### src/rtl/vss_pkg.sv
// ---------------------------------------------------------------------------
// vss_pkg: shared types and constants of the vector similarity scorer
// Widths, metric codes, controller/datapath command and status structs,
// and small arithmetic helpers.
// ---------------------------------------------------------------------------
package vss_pkg;

  localparam int ElemW  = 16;
  localparam int AccW   = 48;
  localparam int ProdW  = 2 * ElemW + 1;   // product, sign-extended by one bit
  localparam int RootW  = AccW / 2;
  localparam int RemW   = RootW + 2;
  localparam int FracW  = 30;
  localparam int DvdW   = AccW + FracW;
  localparam int CntW   = 7;
  localparam logic [CntW-1:0] SqrtSteps = CntW'(RootW);
  localparam logic [CntW-1:0] DivSteps  = CntW'(DvdW);

  localparam logic signed [AccW-1:0] AccMax = {1'b0, {(AccW-1){1'b1}}};
  localparam logic signed [AccW-1:0] AccMin = {1'b1, {(AccW-1){1'b0}}};

  // metric codes; code 3 behaves as L2
  localparam logic [1:0] MODE_DOT = 2'd0;
  localparam logic [1:0] MODE_COS = 2'd1;
  localparam logic [1:0] MODE_L2  = 2'd2;

  typedef struct packed {
    logic acc_en;     // accumulate the current beat
    logic prep;       // load square-root units from the sums
    logic sqrt_step;  // one digit of both square roots
    logic mul;        // den = root_q * root_c
    logic div_load;   // load the divider
    logic div_step;   // one quotient bit
    logic finish;     // load result register, clear sums
  } vss_cmd_t;

  typedef struct packed {
    logic [1:0] mode;
    logic       out_free;
  } vss_status_t;

  typedef struct packed {
    logic [RemW-1:0]  rem;
    logic [RootW-1:0] root;
  } vss_root_t;

  // saturating add of a product to an accumulator
  function automatic logic signed [AccW-1:0] sat_acc(
      input logic signed [AccW-1:0] a, input logic signed [ProdW-1:0] b);
    logic signed [AccW:0] s;
    s = {a[AccW-1], a} + (AccW+1)'(b);
    if (s[AccW] != s[AccW-1]) begin
      return s[AccW] ? AccMin : AccMax;
    end
    return s[AccW-1:0];
  endfunction

  // one digit of the restoring square root: two input bits in
  function automatic vss_root_t sqrt_digit(
      input vss_root_t cur, input logic [1:0] bits2);
    vss_root_t        nxt;
    logic [RemW-1:0]  r;
    logic [RemW-1:0]  trial;
    r     = {cur.rem[RemW-3:0], bits2};
    trial = {cur.root, 2'b01};
    if (r >= trial) begin
      nxt.rem  = r - trial;
      nxt.root = {cur.root[RootW-2:0], 1'b1};
    end else begin
      nxt.rem  = r;
      nxt.root = {cur.root[RootW-2:0], 1'b0};
    end
    return nxt;
  endfunction

endpackage

### src/rtl/vss_ctrl.sv
// ---------------------------------------------------------------------------
// vss_ctrl: sequencer of the vector similarity scorer
// Streams beats into the accumulators, then runs the scoring sequence (cosine only) and writes the score.
// ---------------------------------------------------------------------------
module vss_ctrl
  import vss_pkg::*;
(
  input  logic        clk,
  input  logic        rst,
  input  logic        in_valid,
  input  logic        in_last,
  output logic        in_ready,
  input  vss_status_t status,
  output vss_cmd_t    cmd
);

  typedef enum logic [2:0] {
    S_ACC, S_PREP, S_SQRT, S_MUL, S_DLOAD, S_DIV, S_FIN
  } state_t;

  state_t          state, state_next;
  logic [CntW-1:0] cnt, cnt_next;

  // command decode and next state
  always_comb begin
    cmd        = '0;
    in_ready   = 1'b0;
    state_next = state;
    cnt_next   = cnt;
    case (state)
      S_ACC: begin
        in_ready   = 1'b1;
        cmd.acc_en = in_valid;
        if (in_valid && in_last) begin
          state_next = (status.mode == MODE_COS) ? S_PREP : S_FIN;
        end
      end
      S_PREP: begin
        cmd.prep   = 1'b1;
        cnt_next   = '0;
        state_next = S_SQRT;
      end
      S_SQRT: begin
        cmd.sqrt_step = 1'b1;
        cnt_next      = cnt + 1'b1;
        if (cnt == SqrtSteps - 1'b1) begin
          state_next = S_MUL;
        end
      end
      S_MUL: begin
        cmd.mul    = 1'b1;
        state_next = S_DLOAD;
      end
      S_DLOAD: begin
        cmd.div_load = 1'b1;
        cnt_next     = '0;
        state_next   = S_DIV;
      end
      S_DIV: begin
        cmd.div_step = 1'b1;
        cnt_next     = cnt + 1'b1;
        if (cnt == DivSteps - 1'b1) begin
          state_next = S_FIN;
        end
      end
      S_FIN: begin
        if (status.out_free) begin
          cmd.finish = 1'b1;
          state_next = S_ACC;
        end
      end
      default: state_next = S_ACC;
    endcase
  end

  always_ff @(posedge clk) begin
    if (rst) begin
      state <= S_ACC;
      cnt   <= '0;
    end else begin
      state <= state_next;
      cnt   <= cnt_next;
    end
  end

endmodule

### config.mk
export PLATFORM = sky130hd
export DESIGN_NAME = vss_ctrl
export DESIGN_NICKNAME = d
export VERILOG_FILES = /design/src/rtl/vss_pkg.sv /design/src/rtl/vss_ctrl.sv
export SDC_FILE = /design/constraint.sdc
export NUM_CORES = 1
export LEC_CHECK = 0
export BUFFER_PORTS_ARGS = -buffer_cell sky130_fd_sc_hd__buf_2
export CORE_MARGIN = 3
export CORE_UTILIZATION = 48
export DETAILED_ROUTE_END_ITERATION = 8
export MAX_ROUTING_LAYER = met4
export PLACE_DENSITY = 0.74
export SLEW_MARGIN = 20
export SYNTH_ARGS = -nofsm -noshare
export SYNTH_HDL_FRONTEND = slang
export SYNTH_SLANG_ARGS = --single-unit
### constraint.sdc
create_clock -name clk -period 1.65 [get_ports clk]
set_clock_uncertainty 0.15 [all_clocks]
set_input_delay 0.0825 -clock clk [delete_from_list [all_inputs] [get_ports clk]]
set_output_delay 0.0825 -clock clk [all_outputs]
set_load 0.005 [all_outputs]
==> results.md <==
- Violated checks: negative hold slack
- Area grow syn2layout: 19.19%
- Die area: 2134 sq um
- Crit Path Max Fanout: 5
- VDD IR max: 0.8504 mV
- Worst rel slew slack: 0.7733
- Worst hold slack: -0.009100 ns
- Global-route wire length before repair: 3091 um
- Internal: 0.7220 mW
- Routed wire length: 1930 um
- H-tree depth: 1
- Power share of the clock group: 0.186
- Clock Sinks: 10
- Vias in the first global route: 715
- Comb pwr share: 0.509
- Avg Inst Size Synth: 7.681 sq um
- GP Congestion: 0.8514
- Clock Tree Buf Depth: 2
- Syn Inst Count: 101
- GRT Resource Usage Total: 0.2150
- Die W: 46.20 um
- Post-layout util: 0.6610
- CP Data Required Time: 1.71 ns
- WL/cell: 14.40 um
- Max cap viols: 0
- Power Density: 1349 nW/um^2
- Unique cell type count in the Yosys netlist: 38
- Core Rows: 13
- Sw Ratio: 0.4214
- Reg clk slew, reported paths: 0.07 ns
- Setup violators final: 0
- Initial Utilization: 0.5546
- Congestion Overflow GR: 0
- Outcome: complete, but fails checks
- Final HPWL DP: 1404 um
- Final Cycle Share: 0.9423
- Sequential element share of the synthesized area: 0.2581
- P_leak: 0.4243 nW
- Setup crit end kind: flip-flop
- Final hold vios: 1
- Cell Area, Synth: 775.7 sq um
- Worst endpoint data arrival time: 1.62 ns
- Largest area contributor in the netlist: dfxtp_1
- Vias: 832
- Post-route ant nets: 0
- Period minus WS final: 1.555 ns
- Min-delay worst type: primary input to flip-flop
- DR DRC count: 0
- # diodes: 0
- Yosys top cell area share: 0.2581
- Postcts setup bufs: 0
- I/O Buffers: 14
- FF+latch count, synth: 10
- TritonCTS clock tree: yes
- Die H: 46.20 um
- Critical path type: flip-flop to flip-flop
- Share of post-route cells with drive strength above 1: 0.2521
- Syn_nets: 110
- Initial DRT Pass Iterations: 5
- Post-layout nets: 129
- Slew Limit Fails: 0
- Total power: 1.248 mW
- Via density: 6.209
- Largest net degree at the start of global routing: 14
- CTS Buf Count: 3
- Core area: 1399 sq um
- Sum Neg Setup Slack: 0 ns
- Initial DRC Count: 44
- Unrepaired setup endpoints after global routing: no
- Crit path launch type: flip-flop
- YS warnings: 0
- Sw Pwr: 0.5258 mW
- Initial antenna violation count: 0
- CTS Root Buffer Type: clkbuf_4
- Sequential Power Share: 0.305
- Top post-synthesis cells by area: dfxtp_1 26%, a21oi_1 8.4%, o21ai_0 4.5%
- Clock latency on the worst-skew pair: 0.28 ns
- Worst Tran Pin Value: 0.3357 ns
- Max Fclk: 0.6431 GHz
- Ports: 15
-- cells in the final DEF, fill, tap and decap left out, types with 2 or more instances in the layout --
cell	instances
a222oi_1	2
inv_1	4
nor3_1	3
clkbuf_4	3
a41o_1	2
a21oi_1	13
o21ai_0	6
dfxtp_1	7
and4b_1	2
buf_2	14
nor2_1	8
buf_4	6
and3_1	5
nor3_2	2
nor3b_1	2
and3b_1	2
dfxtp_2	3
nand2b_1	4
o2111a_1	2
ha_1	2
nand2_1	5
-- sequential cells by signal, indices dropped and copies added, names as in the netlist --
register  flops
state         3
cnt           7
-- synth_stat cells --
master,number
o21ai_0,7
and4b_1,2
xor2_1,1
a21boi_0,1
buf_2,3
buf_6,1
clkbuf_1,3
and3b_1,2
o41ai_1,1
o22ai_1,1
nor3_1,3
a211oi_1,1
a21oi_1,13
a222oi_1,2
nor2b_1,1
nor2_1,9
a221oi_1,1
nand4bb_1,1
a2bb2oi_1,1
or4_1,1
and3_1,5
or2_0,1
a41o_1,2
nor3b_1,2
nor3_2,2
o2bb2ai_1,1
and2_1,1
inv_1,4
nand2b_1,4
nand3_1,1
o21a_1,1
a22oi_1,1
o2111a_1,2
a21o_1,1
nand2_1,5
nand4b_1,1
ha_1,2
dfxtp_1,10
-- timing repair --
item                                    CTS  global route
hold buffers                              1             0
resized for setup                         1             5
endpoints found under the setup margin    1             8
endpoints found under the hold margin     8             0
-- logic make-up after synthesis --
group	after synthesis	synth area share
compound gates	36	0.3113
xor+xnor	1	0.01129
fa+ha+maj	2	0.03225
buf+inv	11	0.06773
flops	10	0.2581
simple gates	41	0.3194
-- metrics by stage --
step | setup slack [ns] | cell area [sq um] | hold slack (ns) | std cells
after floorplan | 0.08239 | 775.7 | 0.1583 | 101
after global placement | 0.1294 | 872.1 | 0.2609 | 129
after detailed placement | 0.1144 | 872.1 | 0.2604 | 129
after CTS | 0.004072 | 920.9 | 0.0001881 | 134
after global routing | 0.002893 | 924.6 | 0.001787 | 134
final | 0.09514 | 924.6 | -0.009100 | 134
-- path summary, 6_finish.rpt --
kind / start / to / slack [ns] / cells after the start
hold reg to reg: cnt[4]$_SDFFE_PP0P_ / cnt[4]$_SDFFE_PP0P_ / 0.43 / 2
hold / removal: in_last / state[1]$_SDFFE_PP0P_ / -0.009 / 4
setup reg to reg: cnt[1]$_SDFFE_PP0P_ / cnt[6]$_SDFFE_PP0P_ / 0.1 / 5
setup / recovery: cnt[1]$_SDFFE_PP0P_ / cnt[6]$_SDFFE_PP0P_ / 0.1 / 5
-- final cells by class --
class	count	area (sq um)
Multi-Input combinational cell	80	525.5
Fill cell	124	474.2
Sequential cell	10	203.9
Timing Repair Buffer	21	125.1
Clock buffer	4	36.28
Tap cell	15	18.77
Inverter	4	15.01
-- routing by layer --
layer,vias to the layer above,share of wire,global-route usage
met5,-,0,-
met2,22,0.46,0.3187
met1,384,0.46,0.2600
met3,5,0.057,0.07031
met4,0,0.020,0.1023
li1,421,-,-
-- power by group through the flow --
stage | clock, mW | sequential, mW | combinational (mW)
final | 0.231 | 0.381 | 0.635
after global routing | 0.252 | 0.390 | 0.704
after CTS | 0.234 | 0.372 | 0.636
after detailed placement | 0 | 0.374 | 0.624
after global placement | 0 | 0.375 | 0.608
after floorplan | 0 | 0.333 | 0.474
-- critical path, stage by stage (launching register included) --
cell and delay [ns]:
dfxtp_1 0.34, ha_1 0.20, and3_1 0.22, and3_1 0.21, o2111a_1 0.24, nor3_2 0.13
Note: power is estimated with default switching activity, not from simulation.
